==> config.mk <==
export PLATFORM = sky130hd
export DESIGN_NAME = sdp_front
export DESIGN_NICKNAME = d
export VERILOG_FILES = /design/src/design/sdp_pkg.sv /design/src/design/sdp_front.sv
export SDC_FILE = /design/constraint.sdc
export NUM_CORES = 2
export LEC_CHECK = 0
export BUFFER_PORTS_ARGS = -buffer_cell sky130_fd_sc_hd__buf_2
export CAP_MARGIN = 40
export CORE_ASPECT_RATIO = 0.9
export CORE_MARGIN = 1
export CORE_UTILIZATION = 65
export CTS_CLUSTER_SIZE = 24
export DETAILED_ROUTE_END_ITERATION = 16
export GPL_TIMING_DRIVEN = 0
export PLACE_DENSITY_LB_ADDON = 0.25
export SLEW_MARGIN = 20
export SYNTH_ARGS = -nofsm -noshare
export SYNTH_HDL_FRONTEND = slang
export SYNTH_SLANG_ARGS = --single-unit
==> constraint.sdc <==
create_clock -name clock -period 14.2 [get_ports clock]
set_input_delay 1.42 -clock clock [delete_from_list [all_inputs] [get_ports clock]]
set_output_delay 1.42 -clock clock [all_outputs]
set_load 0.05 [all_outputs]
==> src/design/sdp_pkg.sv <==
// Shared types and constants for the spherical density profile.
// No dependencies.
`timescale 1ns / 1ps
package sdp_pkg;
   localparam int SDP_NUM_BINS_MAX = 64;
   localparam int QUEUE_DEPTH      = 4;
   localparam int NUM_BINS_W       = 7;
   localparam int BIN_INDEX_W      = 6;
   localparam int DATA_W           = 32;
   localparam int MASS_W           = 56;
   localparam int DENS_W           = 48;
   localparam int QUO_W            = 72;
   localparam int DIV_W            = 14;
   localparam int CNT_W            = 7;
   localparam int PADDR_W          = 4;

   localparam logic [1:0] REG_NUM_BINS      = 2'd0;
   localparam logic [1:0] REG_INV_BIN_WIDTH = 2'd1;
   localparam logic [1:0] REG_DENSITY_SCALE = 2'd2;

   localparam logic CMD_ADD  = 1'b0;
   localparam logic CMD_EMIT = 1'b1;

   typedef struct packed {
      logic                   cmd;
      logic [BIN_INDEX_W-1:0] bin;
      logic [DATA_W-1:0]      mass;
   } q_entry_type;

   typedef enum logic [2:0] {
      ST_IDLE,
      ST_ADD_WR,
      ST_E_RD,
      ST_E_MLO,
      ST_E_MHI,
      ST_E_SUM,
      ST_E_DIV,
      ST_E_OUT
   } state_type;
endpackage

==> src/design/sdp_front.sv <==
// Front end: takes request beats, bins the radius and drops out-of-range adds.
// Depends on sdp_pkg.
`timescale 1ns / 1ps
module sdp_front
   import sdp_pkg::*;
(
   input  logic                  clock,
   input  logic                  reset,
   input  logic                  req_valid,
   output logic                  req_ready,
   input  logic                  req_cmd,
   input  logic [DATA_W-1:0]     req_radius,
   input  logic [DATA_W-1:0]     req_mass,
   input  logic [DATA_W-1:0]     inv_bin_width,
   input  logic [NUM_BINS_W-1:0] n_eff,
   output logic                  push_valid,
   input  logic                  q_full,
   output q_entry_type           push_entry
);
   logic              s_valid_ff;
   logic              s_cmd_ff;
   logic [DATA_W-1:0] s_radius_ff;
   logic [DATA_W-1:0] s_mass_ff;
   logic [2*DATA_W-1:0] prod;
   logic              in_range;
   logic              consume;

   assign prod     = s_radius_ff * inv_bin_width;
   assign in_range = prod[2*DATA_W-1:DATA_W] < {{(DATA_W-NUM_BINS_W){1'b0}}, n_eff};

   assign push_valid = s_valid_ff && (s_cmd_ff == CMD_EMIT || in_range);
   // a dropped add leaves the stage without touching the queue
   assign consume    = s_valid_ff && (!q_full || !push_valid);
   assign req_ready  = !s_valid_ff || consume;

   always_comb begin
      push_entry.cmd  = s_cmd_ff;
      push_entry.bin  = prod[DATA_W +: BIN_INDEX_W];
      push_entry.mass = s_mass_ff;
   end

   always_ff @(posedge clock) begin
      if (reset) begin
         s_valid_ff <= 1'b0;
      end else if (req_ready) begin
         s_valid_ff <= req_valid;
      end
      if (req_ready && req_valid) begin
         s_cmd_ff    <= req_cmd;
         s_radius_ff <= req_radius;
         s_mass_ff   <= req_mass;
      end
   end
endmodule

==> metrics.md <==
| Metric | Value |
|---|---|
| Core Util, Final | `0.7038` |
| Crit-path most repeated cell | `fa_1` |
| Commonest non-fill, non-tap cell in the layout | `fa_1` |
| Starting Density | `0.6588` |
| Port bufs | `148` |
| CP Data Arrival Time | `around 12 ns` |
| Hold buffers post-CTS | `0` |
| Cell family with the largest share of critical-path delay | `adder cells` |
| Latest clock arrival within the worst-skew pair | `roughly 0.40 ns` |
| Reg2Reg Setup Slack | `about 2.4 ns` |
| CP startpoint kind | `input pin` |
| WS Path Type | `input pin to primary output` |
| Critical path buffers and inverters | `4` |
| Critical Path Source | `inv_bin_width[8]` |
| Final hold viol count | `0` |
| Sum Neg Setup Slack | `0 ns` |
| Post-CTS sizing | `0` |
| Vias per std cell | `roughly 6` |
| Kind of end point of the critical path | `primary output` |
| Clock Sinks | `66` |
| Hold Worst Slack | `~0.53 ns` |
| First-pass GRT wire length | `between 150000 and 200000 um` |
| Final Max Slew Viols | `0` |
| DIE HEIGHT | `224.6 um` |
| Register area | `just under 2000 um^2` |
| Register area share after synthesis | `0.05510` |
| I/O pin total | `149` |
| Drt first pass iters | `6` |
| Pin count of the biggest net entering global routing | `25` |
| Post-CTS setup buffers | `0` |
| Final net count | `5359` |
| Die width | `roughly 250 um` |
| Initial drt markers | `roughly 3.3k` |
| Total gr overflow | `0` |
| RSZ-0062 raised after global routing | `no` |
| Routed WL per cell | `25.21 um` |
| Ys Warns | `0` |
| Synthesized flop and latch total | `66` |
| Via count | `~29k` |
| Top post-synthesis cells by area | `fa_1 50%, ha_1 9.3%, inv_1 9.3%` |
| Tcrit/Tclk final | `0.9509` |
| Vias in the first global route | `29.69k` |
| Worst path slowest cell | `fa_1` |
| Dominant cell type by area after synthesis | `fa_1` |
| Die area | `between 50000 and 60000 um^2` |
| Skew final | `0.02515 ns` |
| CTS tree | `yes` |
| Share of the synthesized area in the top cell type | `0.5007` |
| Clock buffer depth | `2` |
| Worst r2r src | `s_radius_ff[16]` |
| Drt total wl | `between 100000 and 150000 um` |
| Setup-failing EPs final | `0` |
| Status | `finished, final reports clean` |
| Worst-margin pin slew | `around 1.2 ns` |
| WP data required | `between 10 and 15 ns` |
| Core ar. | `about 54000 um^2` |
| Max Cap Viol | `0` |
| Synth cell types | `a little under 80` |
| Filler Cells Inserted | `~4.4k` |
| GPL Wtd Cong | `about 1.1` |
| Main synth FF type | `edfxtp_1` |
| Slew HR | `0.2220` |
| Post-DP HPWL | `104000 um` |
| Area grow syn2layout | `6.835%` |
| Syn Std Cell Area | `between 30000 and 40000 um^2` |
| Async S/R FF share, synth | `0` |
| GRT Total Usage | `0.4554` |
| Root Driver | `clkbuf_16` |
| Reg clk slew, reported paths | `about 0.070 ns` |
| Synthesized Nets | `5162` |
| Average size of a mapped cell | `a little over 9 um^2` |
| Num rows | `81` |
| Layout cells sized above 1 | `0.06056` |
| Number of cells on the worst reg-to-reg path | `33` |
| Htree depth | `3` |
| # DRC | `0` |
| Critical Path Sink | `push_valid` |
| CTS buffer count | `9` |
| Hold Crit Class | `register to register` |
| Antenna Nets Post-Route | `0` |
| Reg-to-reg critical path endpoint | `s_radius_ff[20]` |
| Number of synthesized flops with an enable pin | `65` |
| Multi-input gate area | `29650 um^2` |
| Max Freq | `around 0.074 GHz` |
| CP max FO | `10` |
| CP peak stage delay | `around 0.70 ns` |
| Most frequent cells in the layout | `895 x fa_1, 883 x inv_1, 593 x nand2_1, 525 x and2_1, 266 x ha_1` |
| Post-Syn Instances | `around 4k` |
| Initial antenna violation count | `9` |
| Total stage count of the critical path | `31` |
| Post-route minimum period | `about 14 ns` |
==> final cells by class <==
cell class | instances | share of cell area
Buffer | 219 | 0.02242
Timing Repair Buffer | 186 | 0.03171
Antenna cell | 3 | 0.0001964
Clock buffer | 9 | 0.005891
Inverter | 883 | 0.08669
Multi-Input combinational cell | 2725 | 0.7756
Tap cell | 705 | 0.02307
Sequential cell | 66 | 0.05158
Clock inverter | 7 | 0.002814
==> metal layers <==
metal | part of all wire | vias to the layer above | global-route usage
met2 | 0.41 | 2082 | 0.6476
met3 | 0.17 | 406 | 0.2148
met1 | 0.36 | 14310 | 0.5976
met4 | 0.052 | 14 | 0.1890
met5 | 0.0032 | - | 0.02511
li1 | - | 11940 | -
==> per-stage QoR <==
stage,setup slack [ns],area [um^2],std cells
after CTS,0.9772,38010,4781
after global routing,0.1857,38230,4801
after global placement,-1.767,37410,4746
after floorplan,0.9418,35790,3893
final,0.6975,38230,4803
after detailed placement,1.057,37680,4765
==> worst min path at each step <==
stage | startpoint | endpoint | slack [ns] | cells past startpoint
finish | s_valid_ff | s_valid_ff | 0.53 | 2
detailed placement | s_valid_ff | s_valid_ff | 0.52 | 2
floorplan | s_valid_ff | s_valid_ff | 0.50 | 2
global route | s_valid_ff | s_valid_ff | 0.56 | 2
global placement | s_valid_ff | s_valid_ff | 0.52 | 2
CTS | s_valid_ff | s_valid_ff | 0.54 | 2
==> Yosys cell counts (all sizes together) (3+ instances only) <==
cell type	n
o21a	11
o221ai	4
nand2	594
a21boi	4
nor2	38
a21o	12
buf	21
clkbuf	198
mux2i	4
nand2b	3
a32oi	3
o21bai	8
a21oi	86
and3	6
ha	266
o2111ai	8
a31oi	4
o21ai	58
a221oi	5
nor4	14
xor2	6
inv	883
fa	895
o211ai	13
a311o	3
nor3	19
xnor2	15
o22ai	4
nand4	36
and2	525
a211oi	15
nor3b	3
nand3	22
and4	8
edfxtp	65
==> worst reg2reg max path: cells and delay by family, from the launching register on <==
family | cells | cell delay [ns]
AO/OA/AOI/OAI | 11 | 2.50
XOR/XNOR | 1 | 0.26
adder cells (fa/ha/maj) | 10 | 5.04
buffers and inverters | 5 | 1.27
flip-flops | 1 | 0.61
AND/OR/NAND/NOR | 6 | 1.82
==> flip-flops by register name, summed over array words and instances, names as in the netlist <==
signal and cells:
s_mass_ff 32, s_radius_ff 32, s_cmd_ff 1, s_valid_ff 1
==> logic make-up after synthesis <==
family | Yosys count | synth area share
compound gates | 259 | 0.04765
xor+xnor | 21 | 0.005140
fa+ha+maj | 1161 | 0.5937
buf+inv | 1102 | 0.1166
flops | 66 | 0.05510
mux | 4 | 0.001119
simple gates | 1280 | 0.1808
Power is left out: the tool's default activity adds up to more than one toggle a clock period on the data nets, which glitch-free logic cannot reach.
