===== config.mk =====
export PLATFORM = sky130hd
export DESIGN_NAME = sdp_queue
export DESIGN_NICKNAME = d
export VERILOG_FILES = /design/src/design/sdp_pkg.sv /design/src/design/sdp_queue.sv
export SDC_FILE = /design/constraint.sdc
export NUM_CORES = 1
export LEC_CHECK = 0
export BUFFER_PORTS_ARGS = -buffer_cell sky130_fd_sc_hd__buf_2
export CAP_MARGIN = 20
export CORE_MARGIN = 2
export CORE_UTILIZATION = 61
export DETAILED_ROUTE_END_ITERATION = 6
export PLACE_DENSITY = 0.84
export SETUP_SLACK_MARGIN = 0.3
export SLEW_MARGIN = 20
export SYNTH_ARGS = -nofsm -noshare
export SYNTH_HDL_FRONTEND = slang
export SYNTH_SLANG_ARGS = --single-unit

===== constraint.sdc =====
create_clock -name clock -period 4.5 [get_ports clock]
set_input_delay 0 -clock clock [delete_from_list [all_inputs] [get_ports clock]]
set_output_delay 0 -clock clock [all_outputs]
set_load 0.05 [all_outputs]

===== src/design/sdp_pkg.sv =====
// Shared types and constants for the spherical density profile.
// No dependencies.
`timescale 1ns / 1ps
package sdp_pkg;
   localparam int SDP_NUM_BINS_MAX = 64;
   localparam int QUEUE_DEPTH      = 4;
   localparam int NUM_BINS_W       = 7;
   localparam int BIN_INDEX_W      = 6;
   localparam int DATA_W           = 32;
   localparam int MASS_W           = 56;
   localparam int DENS_W           = 48;
   localparam int QUO_W            = 72;
   localparam int DIV_W            = 14;
   localparam int CNT_W            = 7;
   localparam int PADDR_W          = 4;

   localparam logic [1:0] REG_NUM_BINS      = 2'd0;
   localparam logic [1:0] REG_INV_BIN_WIDTH = 2'd1;
   localparam logic [1:0] REG_DENSITY_SCALE = 2'd2;

   localparam logic CMD_ADD  = 1'b0;
   localparam logic CMD_EMIT = 1'b1;

   typedef struct packed {
      logic                   cmd;
      logic [BIN_INDEX_W-1:0] bin;
      logic [DATA_W-1:0]      mass;
   } q_entry_type;

   typedef enum logic [2:0] {
      ST_IDLE,
      ST_ADD_WR,
      ST_E_RD,
      ST_E_MLO,
      ST_E_MHI,
      ST_E_SUM,
      ST_E_DIV,
      ST_E_OUT
   } state_type;
endpackage


===== src/design/sdp_queue.sv =====
// Small FIFO between front and back ends.
// Depends on sdp_pkg.
`timescale 1ns / 1ps
module sdp_queue
   import sdp_pkg::*;
(
   input  logic        clock,
   input  logic        reset,
   input  logic        push_valid,
   input  q_entry_type push_entry,
   output logic        q_full,
   input  logic        pop,
   output logic        q_valid,
   output q_entry_type q_entry
);
   localparam int PTR_W = $clog2(QUEUE_DEPTH);

   q_entry_type      entries_ff [QUEUE_DEPTH];
   logic [PTR_W-1:0] wr_ptr_ff;
   logic [PTR_W-1:0] rd_ptr_ff;
   logic [PTR_W:0]   count_ff;
   logic             do_push;
   logic             do_pop;

   assign q_full  = count_ff == (PTR_W+1)'(QUEUE_DEPTH);
   assign q_valid = count_ff != '0;
   assign q_entry = entries_ff[rd_ptr_ff];
   assign do_push = push_valid && !q_full;
   assign do_pop  = pop && q_valid;

   always_ff @(posedge clock) begin
      if (reset) begin
         wr_ptr_ff <= '0;
         rd_ptr_ff <= '0;
         count_ff  <= '0;
      end else begin
         if (do_push) wr_ptr_ff <= wr_ptr_ff + 1'b1;
         if (do_pop)  rd_ptr_ff <= rd_ptr_ff + 1'b1;
         count_ff <= count_ff + (PTR_W+1)'(do_push) - (PTR_W+1)'(do_pop);
      end
      if (do_push) entries_ff[wr_ptr_ff] <= push_entry;
   end
endmodule


==> results of run 1 <==
cell families after synthesis:
group                      count (synthesis)
and+or+nand+nor                           18
muxes                                     40
xor gates and xnor gates                   3
adders and majority gates                  7
DFF                                      165
buffers and inverters                     15
AOI/OAI and AO/OA                          4
per-layer routing:
| metal | global-route usage | part of all wire | vias to the layer above |
|---|---|---|---|
| li1 | - | - | 1323 |
| met1 | 0.275 | 0.40 | 1511 |
| met2 | 0.371 | 0.53 | 109 |
| met3 | 0.0595 | 0.058 | 20 |
| met4 | 0.0917 | 0.015 | 0 |
| met5 | 0 | 0 | - |
synth_stat cells:
cell type and count:
sky130_fd_sc_hd__a21oi_1 1, sky130_fd_sc_hd__and2_1 5, sky130_fd_sc_hd__buf_2 2, sky130_fd_sc_hd__buf_4 2, sky130_fd_sc_hd__buf_6 2, sky130_fd_sc_hd__clkbuf_1 3, sky130_fd_sc_hd__dfxtp_1 9, sky130_fd_sc_hd__edfxtp_1 156
sky130_fd_sc_hd__fa_1 1, sky130_fd_sc_hd__ha_1 6, sky130_fd_sc_hd__inv_1 6, sky130_fd_sc_hd__mux2i_1 1, sky130_fd_sc_hd__mux4_2 39, sky130_fd_sc_hd__nand2b_1 2, sky130_fd_sc_hd__nor2_1 6, sky130_fd_sc_hd__nor2b_1 1
sky130_fd_sc_hd__nor3_1 1, sky130_fd_sc_hd__nor3b_2 1, sky130_fd_sc_hd__o21ai_0 1, sky130_fd_sc_hd__o311ai_0 1, sky130_fd_sc_hd__o31a_1 1, sky130_fd_sc_hd__or3_1 2, sky130_fd_sc_hd__xnor2_1 1, sky130_fd_sc_hd__xor2_1 2
layout make-up:
class | count | area [um^2] | share of cell area
flip-flops and latches | 165 | 4870 | 0.636
clock buffers | 21 | 449 | 0.0587
inverters | 6 | 22.5 | 0.00294
repair buffers | 127 | 853 | 0.111
clock inverters | 11 | 151 | 0.0198
multi-input cells | 72 | 1140 | 0.150
well taps | 133 | 166 | 0.0217
flip-flops by register name, summed over array words and instances (netlist names), named ones only:
register,count
count_ff,3
wr_ptr_ff,2
entries_ff,156
rd_ptr_ff,2
per-stage QoR:
| step | total power, W | setup slack, ps | std cells | hold WS, ps | cell area [um^2] |
|---|---|---|---|---|---|
| CTS | 0.00487 | 1700 | 535 | 203 | 7650 |
| global placement | 0.00338 | 2240 | 460 | 210 | 6620 |
| floorplan | 0.00312 | 1810 | 252 | 98.9 | 6090 |
| detailed placement | 0.00341 | 2160 | 460 | 215 | 6620 |
| global route | 0.00502 | 1540 | 535 | 220 | 7650 |
| finish | 0.00484 | 1790 | 535 | 229 | 7650 |
power by group through the flow:
| stage | Combinational, W | Sequential [W] | Clock (W) |
|---|---|---|---|
| 4_1_cts | 0.00140 | 0.00202 | 0.00145 |
| 5_1_grt | 0.00147 | 0.00204 | 0.00151 |
| 3_5_place_dp | 0.00136 | 0.00205 | 0 |
| 3_3_place_gp | 0.00135 | 0.00204 | 0 |
| 2_1_floorplan | 0.00118 | 0.00194 | 0 |
| 6_report | 0.00140 | 0.00201 | 0.00143 |
how the worst min path moves through the flow:
stage                         startpoint                end  slack, ps  cells past startpoint
after floorplan            push_entry[0]   entries_ff[0][0]        100                      0
after global placement     push_entry[1]   entries_ff[2][1]        210                      1
after detailed placement  push_entry[38]  entries_ff[3][38]        220                      1
after CTS                 push_entry[16]  entries_ff[3][16]        200                      2
after global routing      push_entry[23]  entries_ff[0][23]        220                      2
final                     push_entry[16]  entries_ff[2][16]        230                      2
timing repair:
item	in CTS	in global routing
setup buffers	0	0
hold buffers	43	0
endpoints found under the hold margin	165	0
resized for setup	0	0
==> reports/results.txt, run 1 <==
The flow ran to the end, and the final reports show no timing, DRC or antenna violations. Once detail routing completed, the nets flagged for antenna violations numbered 0. The worst endpoint required time is 4500 ps, and the wire length of the first global-routing pass is 17600 um.

The cell family contributing the most delay on the critical path is flip-flops. For the number of standard cells after synthesis, the log shows 252. The count of routing violations after the opening detailed-route iteration is 188, and the maximum clock frequency is 0.369 GHz.

The number of nets in the synthesized netlist is 302. Share of synthesized cell area in full adder, half adder and majority cells: 0.0156. Across the run, the number of max-cap violations was 0. The number of antenna violations at the first check in global routing is 0. The register bit count reported by yosys came out at 165. The critical setup path kind is flip-flop to primary output.

The endpoint identified for the worst register-to-register timing path is count_ff[2]. Setup repair after global routing left no endpoint under its margin. In this run the number of H-tree levels came out at 4.

The cell type contributing the most total cell area after synthesis is sky130_fd_sc_hd__edfxtp_1. Portion of total power attributed to the clock network: 0.295. The die boundary width is 104 um.

The logs give 0.626 for the initial core utilization and 0 for the number of pins exceeding their max-slew limit in the final report. In the final design database the tool counted 439 nets. The clock passes through at most 2 buffers. The simple logic cell fraction of the synthesized area is 0.0169, and the peak per-stage delay on the critical path is 940 ps. The fraction of the cycle the final worst path needs is 0.603, and the worst slew margin relative to its limit is 0.283.

After synthesis, the largest family of logic cells by area is multiplexers. The path class of the lowest-slack min-delay path is input port to flip-flop. Number of distinct library cell variants in the gate-level netlist after synthesis: 24. The die covers 10800 um^2.

The clock reaches the later pin of the worst-skew pair after 520 ps. Once detailed placement completed, the half-perimeter wirelength came to 5670 um. Data arrives at the worst endpoint at 2710 ps. The worst clock skew on the final layout was 9.82 ps. The tools report the element type at the critical path end as a primary output.

Entering global routing, the biggest net connects 40 pins. The share of the yosys chip area belonging to registers was 0.799; the total number of yosys warnings was 0. STA classifies the critical path startpoint as a flip-flop. Summed over all layers, the routed wires come to 11000 um. The number of fillers in the final layout was 524. The tools report the aggregate negative setup slack as 0 ps. In this run the worst setup path terminates at q_entry[32]. The floorplan step set the die height to 104 um. For the setup slack on the worst flop-to-flop path, the log shows 2130 ps. TritonCTS created 17 clock buffers. The switching share of total power came out at 0.336. The library cell used most frequently in the layout, excluding fill and tap cells, is sky130_fd_sc_hd__edfxtp_1. The hold violation total from the final report came out at 0. The tools report the count of final setup violators as 0.

For the switching power of the nets, the log shows 0.00163 W. TritonCTS built the clock tree. The cell count of the worst reg-to-reg path came out at 11. In this run the cell area of the synthesized design comes to 6090 um^2. Clock-pin slew was measured on the worst setup and hold paths at 70 ps.

The transition time at the pin with the least slew margin was 1070 ps. Ranked by total cell area, the synthesized netlist is headed by sky130_fd_sc_hd__edfxtp_1, sky130_fd_sc_hd__mux4_2, sky130_fd_sc_hd__dfxtp_1. Routability-driven placement finished with a final weighted congestion of 0.694. The post-synthesis average cell area was 24.2 um^2; the total global routing overflow was 0. The logs give 0.289 for the portion of total power attributed to combinational logic and 84 for the number of top-level design ports. The area fraction of the dominant cell type after synthesis is 0.770. Detailed routing inserted a total of 2963 vias. The tools report the portion of total power attributed to sequential cells as 0.416. The signal on the critical path passes through buf_4 > mux4_2 > buf_2. Clock tree synthesis selected as its root buffer the cell sky130_fd_sc_hd__clkbuf_8. Final core area utilization: 0.787.

The via count of the first global-routing pass was 3270. The cell row count is 36, and the port buffer count is 83. The tools report the reg-to-reg critical path startpoint as count_ff[1].

VDD sags by at most 0.437 mV. Mux contribution to synthesized area: 0.146. Counting every sink on the clock net gives 165.

The area fraction in compound gates after synthesis works out to 0.00452. The worst path in the final design needs a cycle of 2710 ps, including I/O delays and setup. The overall fraction of global-route tracks in use is 0.221. The top cell types in the final layout, fill and taps aside, are sky130_fd_sc_hd__edfxtp_1, sky130_fd_sc_hd__buf_2, sky130_fd_sc_hd__dlygate4sd3_1.

From synthesis to final layout, the design area changed by 25.8%. The mean number of vias per cell is 5.54. The number of iterations in the first detailed-routing pass was 4; the path length in cells of the critical path was 3.

The fraction of layout instances using a drive strength above 1 is 0.396, and the count of unresolved DRC violations after routing is 0. In this run the worst path has a maximum fanout of 26. Cell with the biggest individual delay on the critical path: sky130_fd_sc_hd__dfxtp_2. The area of the core came out at 9730 um^2. Leakage power figure: 2.65 nW.

The buffer and inverter count on the worst path was 2. The xor and xnor area share after synthesis came out at 0.00432. The detailed-route wire length per cell works out to 20.7 um. For this design the ratio of total power to cell area is 632 nW/um^2.

Cell internal power was estimated by the tool at 0.00321 W. For the final antenna diode count, the log shows 0.
Note: power is estimated with default switching activity, not from simulation.
==> run 2: changes to the inputs <==
--- a/config.mk
+++ b/config.mk
@@ -8,9 +8,9 @@
 export BUFFER_PORTS_ARGS = -buffer_cell sky130_fd_sc_hd__buf_2
 export CAP_MARGIN = 20
 export CORE_MARGIN = 2
-export CORE_UTILIZATION = 61
+export CORE_UTILIZATION = 51
 export DETAILED_ROUTE_END_ITERATION = 6
-export PLACE_DENSITY = 0.84
+export PLACE_DENSITY = 0.75
 export SETUP_SLACK_MARGIN = 0.3
 export SLEW_MARGIN = 20
 export SYNTH_ARGS = -nofsm -noshare
==> constraint.sdc (replaced) <==
create_clock -name clock -period 2.25 [get_ports clock]
set_input_delay 0 -clock clock [delete_from_list [all_inputs] [get_ports clock]]
set_output_delay 0 -clock clock [all_outputs]
set_load 0.05 [all_outputs]
==> run 2 against run 1 <==
Against the previous run: the run now ends with DRC left; non-clock buffer count increased by 22; register-to-register slack got worse by 2000 ps; die area increased by 19%; worst hold slack improved by 99 ps; final area increased by 3.6%; largest cell class unchanged.
==> reports/results.txt, run 2 (synthesized netlist as in run 1, its figures left out) <==
The run gives 7930 um^2 (+3.6%) as the area of all placed cells without fillers. The count of unresolved DRC violations after routing is 8 (+8). In this run the critical register-to-register path is launched from count_ff[2]. The run gives 150 ps (-1980 ps) as the setup slack on the worst flop-to-flop path. The run finished, with violations left.

The area added between synthesis and finish was 30.4%. The commonest non-fill, non-tap cell in the layout was sky130_fd_sc_hd__edfxtp_1. The tools report the area enclosed by the die boundary as 12800 um^2 (+19%). Based on the critical path, the design can be clocked at up to 0.475 GHz. The cell count of the worst reg-to-reg path was 9 (-2); the area of the core was 11500 um^2 (+18%). The logs give 2.80 nW (+5.8%) for the leakage power figure and 2 (unchanged) for the worst-case clock buffer depth. For the count of antenna-violating nets left after detailed routing, the log shows 0 (unchanged). The start point of the worst min-delay path is push_entry[4].

The tools report the internal power contribution as 0.00671 W (+110%). The fraction of the cycle the final worst path needs was 0.935. The largest registers in the layout are entries_ff (156), count_ff (3). The number of iterations in the first detailed-routing pass was 6 (+2). The count of routing violations after the opening detailed-route iteration was 206 (+9.6%); the mean number of vias per cell was 5.33 (-3.7%). By instance count, the cell type seen most on the critical path is sky130_fd_sc_hd__ha_1. Standard cell area after detailed placement: 6770 um^2 (+2.2%). The detailed placer's ending HPWL is 6290 um (+11%). The number of max-capacitance violations reported is 0 (unchanged).

The portion of total power attributed to combinational logic is 0.332 (+0.043). For the worst clock skew on the final layout, the log shows 4.95 ps (-4.87 ps). The path class of the lowest-slack min-delay path was input port to flip-flop. The checks that failed: DRC. Switching share of total power: 0.333 (-0.00376).

For the worst slew margin relative to its limit, the log shows 0.677 (+0.393). The port buffer count was 83 (unchanged). The overall fraction of global-route tracks in use was 0.185 (-0.0357); the sink count of the clock tree was 165 (unchanged). Flip-flop count of the largest register after layout: 156 (unchanged). The logs give 0.665 (-4.2%) for the final weighted congestion of routability-driven global placement and 0.389 (-0.027) for the portion of total power attributed to sequential cells. By startpoint and endpoint, the worst setup path is classified as flip-flop to flip-flop. For the arrival time reported for the critical path endpoint, the log shows 2440 ps (-270 ps).

The final hold slack came out at 329 ps (+99.4 ps). The run gives 0 (unchanged) as the final antenna diode count. The path with the worst hold slack has its endpoint at entries_ff[1][4]. The power density over the cells came out at 1270 nW/um^2 (+100%). In the layout the commonest cells are sky130_fd_sc_hd__edfxtp_1, sky130_fd_sc_hd__buf_2, sky130_fd_sc_hd__dlygate4sd3_1.

The via count of the first global-routing pass is 3271 (+0.031%), and the worst endpoint required time is 2590 ps (-1910 ps). The portion of total power attributed to the clock network was 0.279 (-0.016). For the hold violation total from the final report, the log shows 0 (unchanged).

The tools report the launching instance or port of the critical path as count_ff[2]. The count of placed standard cells in the final layout, fillers left out was 567 (+6.0%). In this run the critical register-to-register path is captured at count_ff[2]. The aggregate negative setup slack was 0 ps (unchanged); the transition time at the pin with the least slew margin was 479 ps (-596 ps). The count of final setup violators came out at 0 (unchanged). The routed via count was 3023 (+2.0%); the depth of the CTS H-tree was 4 (unchanged). The total global routing overflow was 0 (unchanged). The largest driver fanout on the critical path works out to 5 (-81%).

The fraction of layout instances using a drive strength above 1 was 0.436 (+0.0408); the clock edge transition at the registers on the reported setup and hold paths was 60 ps (about the same). The tools report the number of top-level design ports as 84 (unchanged). Maximum ir drop on the vdd rail: 0.835 mV (+91%). The die boundary height came out at 113 um (+9.0%). The run gives 39 (+8.3%) as the cell row count. Kind of start point of the critical path: a flip-flop.

The buffer cell driving the clock tree root was sky130_fd_sc_hd__clkbuf_16. The switching power of the nets is 0.00334 W (+110%), and the wire length of the first global-routing pass is 17000 um (-3.1%). Cell with the biggest individual delay on the critical path: sky130_fd_sc_hd__fa_2. For the total clock buffers created by CTS, the log shows 17 (unchanged). The tools report the initial core utilization as 0.528 (-0.0970). The die boundary width was 113 um (+9.0%). The overall routed net length is 11200 um (+1.7%). The instance count along the most critical hold path is 2 (unchanged), and the latest clock arrival within the worst-skew pair is 420 ps (-100 ps). The number of placed instances, taps included is 480 (+4.3%). The tools report the final net count as 461 (+5.0%). The element type at the critical path end was a flip-flop.

Counting flops per register, the top entry is entries_ff. TritonCTS built the clock tree. The run gives 0 (unchanged) as the number of antenna violations at the first check in global routing.

The critical path goes through o31a_1 > ha_1 > inv_1 > ha_1 > inv_2 > fa_2 > xor2_2 > and2_4 > nor3_2. The peak per-stage delay on the critical path works out to 370 ps (-570 ps). The detailed-route wire length per cell is 19.8 um (-4.0%). The routed design could run at a clock period as short as 2100 ps.

For the number of pins exceeding their max-slew limit in the final report, the log shows 0 (unchanged). The run gives 40 (unchanged) as the pin count of the biggest net entering global routing. Setup repair after global routing could not meet its margin everywhere.
==> run 2: worst max path at each step <==
stage | to | slack (ps) | cells past startpoint
after CTS | count_ff[2] | 170 | 11
after floorplan | count_ff[2] | -90 | 11
after global placement | count_ff[2] | 270 | 9
after global routing | count_ff[2] | 70 | 11
final | count_ff[2] | 150 | 9
after detailed placement | count_ff[2] | 110 | 9
==> run 2: layout make-up <==
class / instances / area [um^2]
inverters: 6 / 22.5
multi-input cells: 72 / 1170
fillers: 733 / 3580
clock inverters: 13 / 139
clock buffers: 19 / 433
flip-flops and latches: 165 / 4880
repair buffers: 149 / 1110
well taps: 143 / 179
==> run 2: per-layer routing <==
layer  part of all wire  GRT usage
met5                  0          0
met4              0.015     0.0740
met3              0.046     0.0498
met2               0.53      0.320
met1               0.41      0.222
==> run 2: timing repair <==
item                                    CTS  global route
hold endpoints to repair                165             0
setup buffers                             2             6
cloned                                    1             0
endpoints found under the setup margin   14            24
gates resized for setup                   2             6
hold buffers                             46             0
pin swaps                                 1             2
==> run 2: per-stage QoR <==
step | util | total power [W] | setup slack, ps
2_1_floorplan | - | 0.00627 | -91.6
3_3_place_gp | 0.588 | 0.00693 | 266
3_5_place_dp | 0.588 | 0.00699 | 114
4_1_cts | 0.682 | 0.00998 | 168
5_1_grt | 0.689 | 0.0104 | 74.4
6_report | 0.689 | 0.0100 | 146
==> run 2: power by group through the flow <==
stage	Sequential, W	Combinational, W	Clock (W)
final	0.00391	0.00334	0.00280
after global routing	0.00394	0.00350	0.00297
after CTS	0.00393	0.00321	0.00284
after detailed placement	0.00398	0.00301	0
after global placement	0.00395	0.00298	0
after floorplan	0.00389	0.00237	0
==> run 2: worst max-delay path: cells and delay by family (launching register included) <==
kind            cells  cell delay (ps)
compound gates      1              330
fa+ha+maj           3              800
xor+xnor            1              170
buf+inv             2              100
flops               1              360
simple gates        2              270
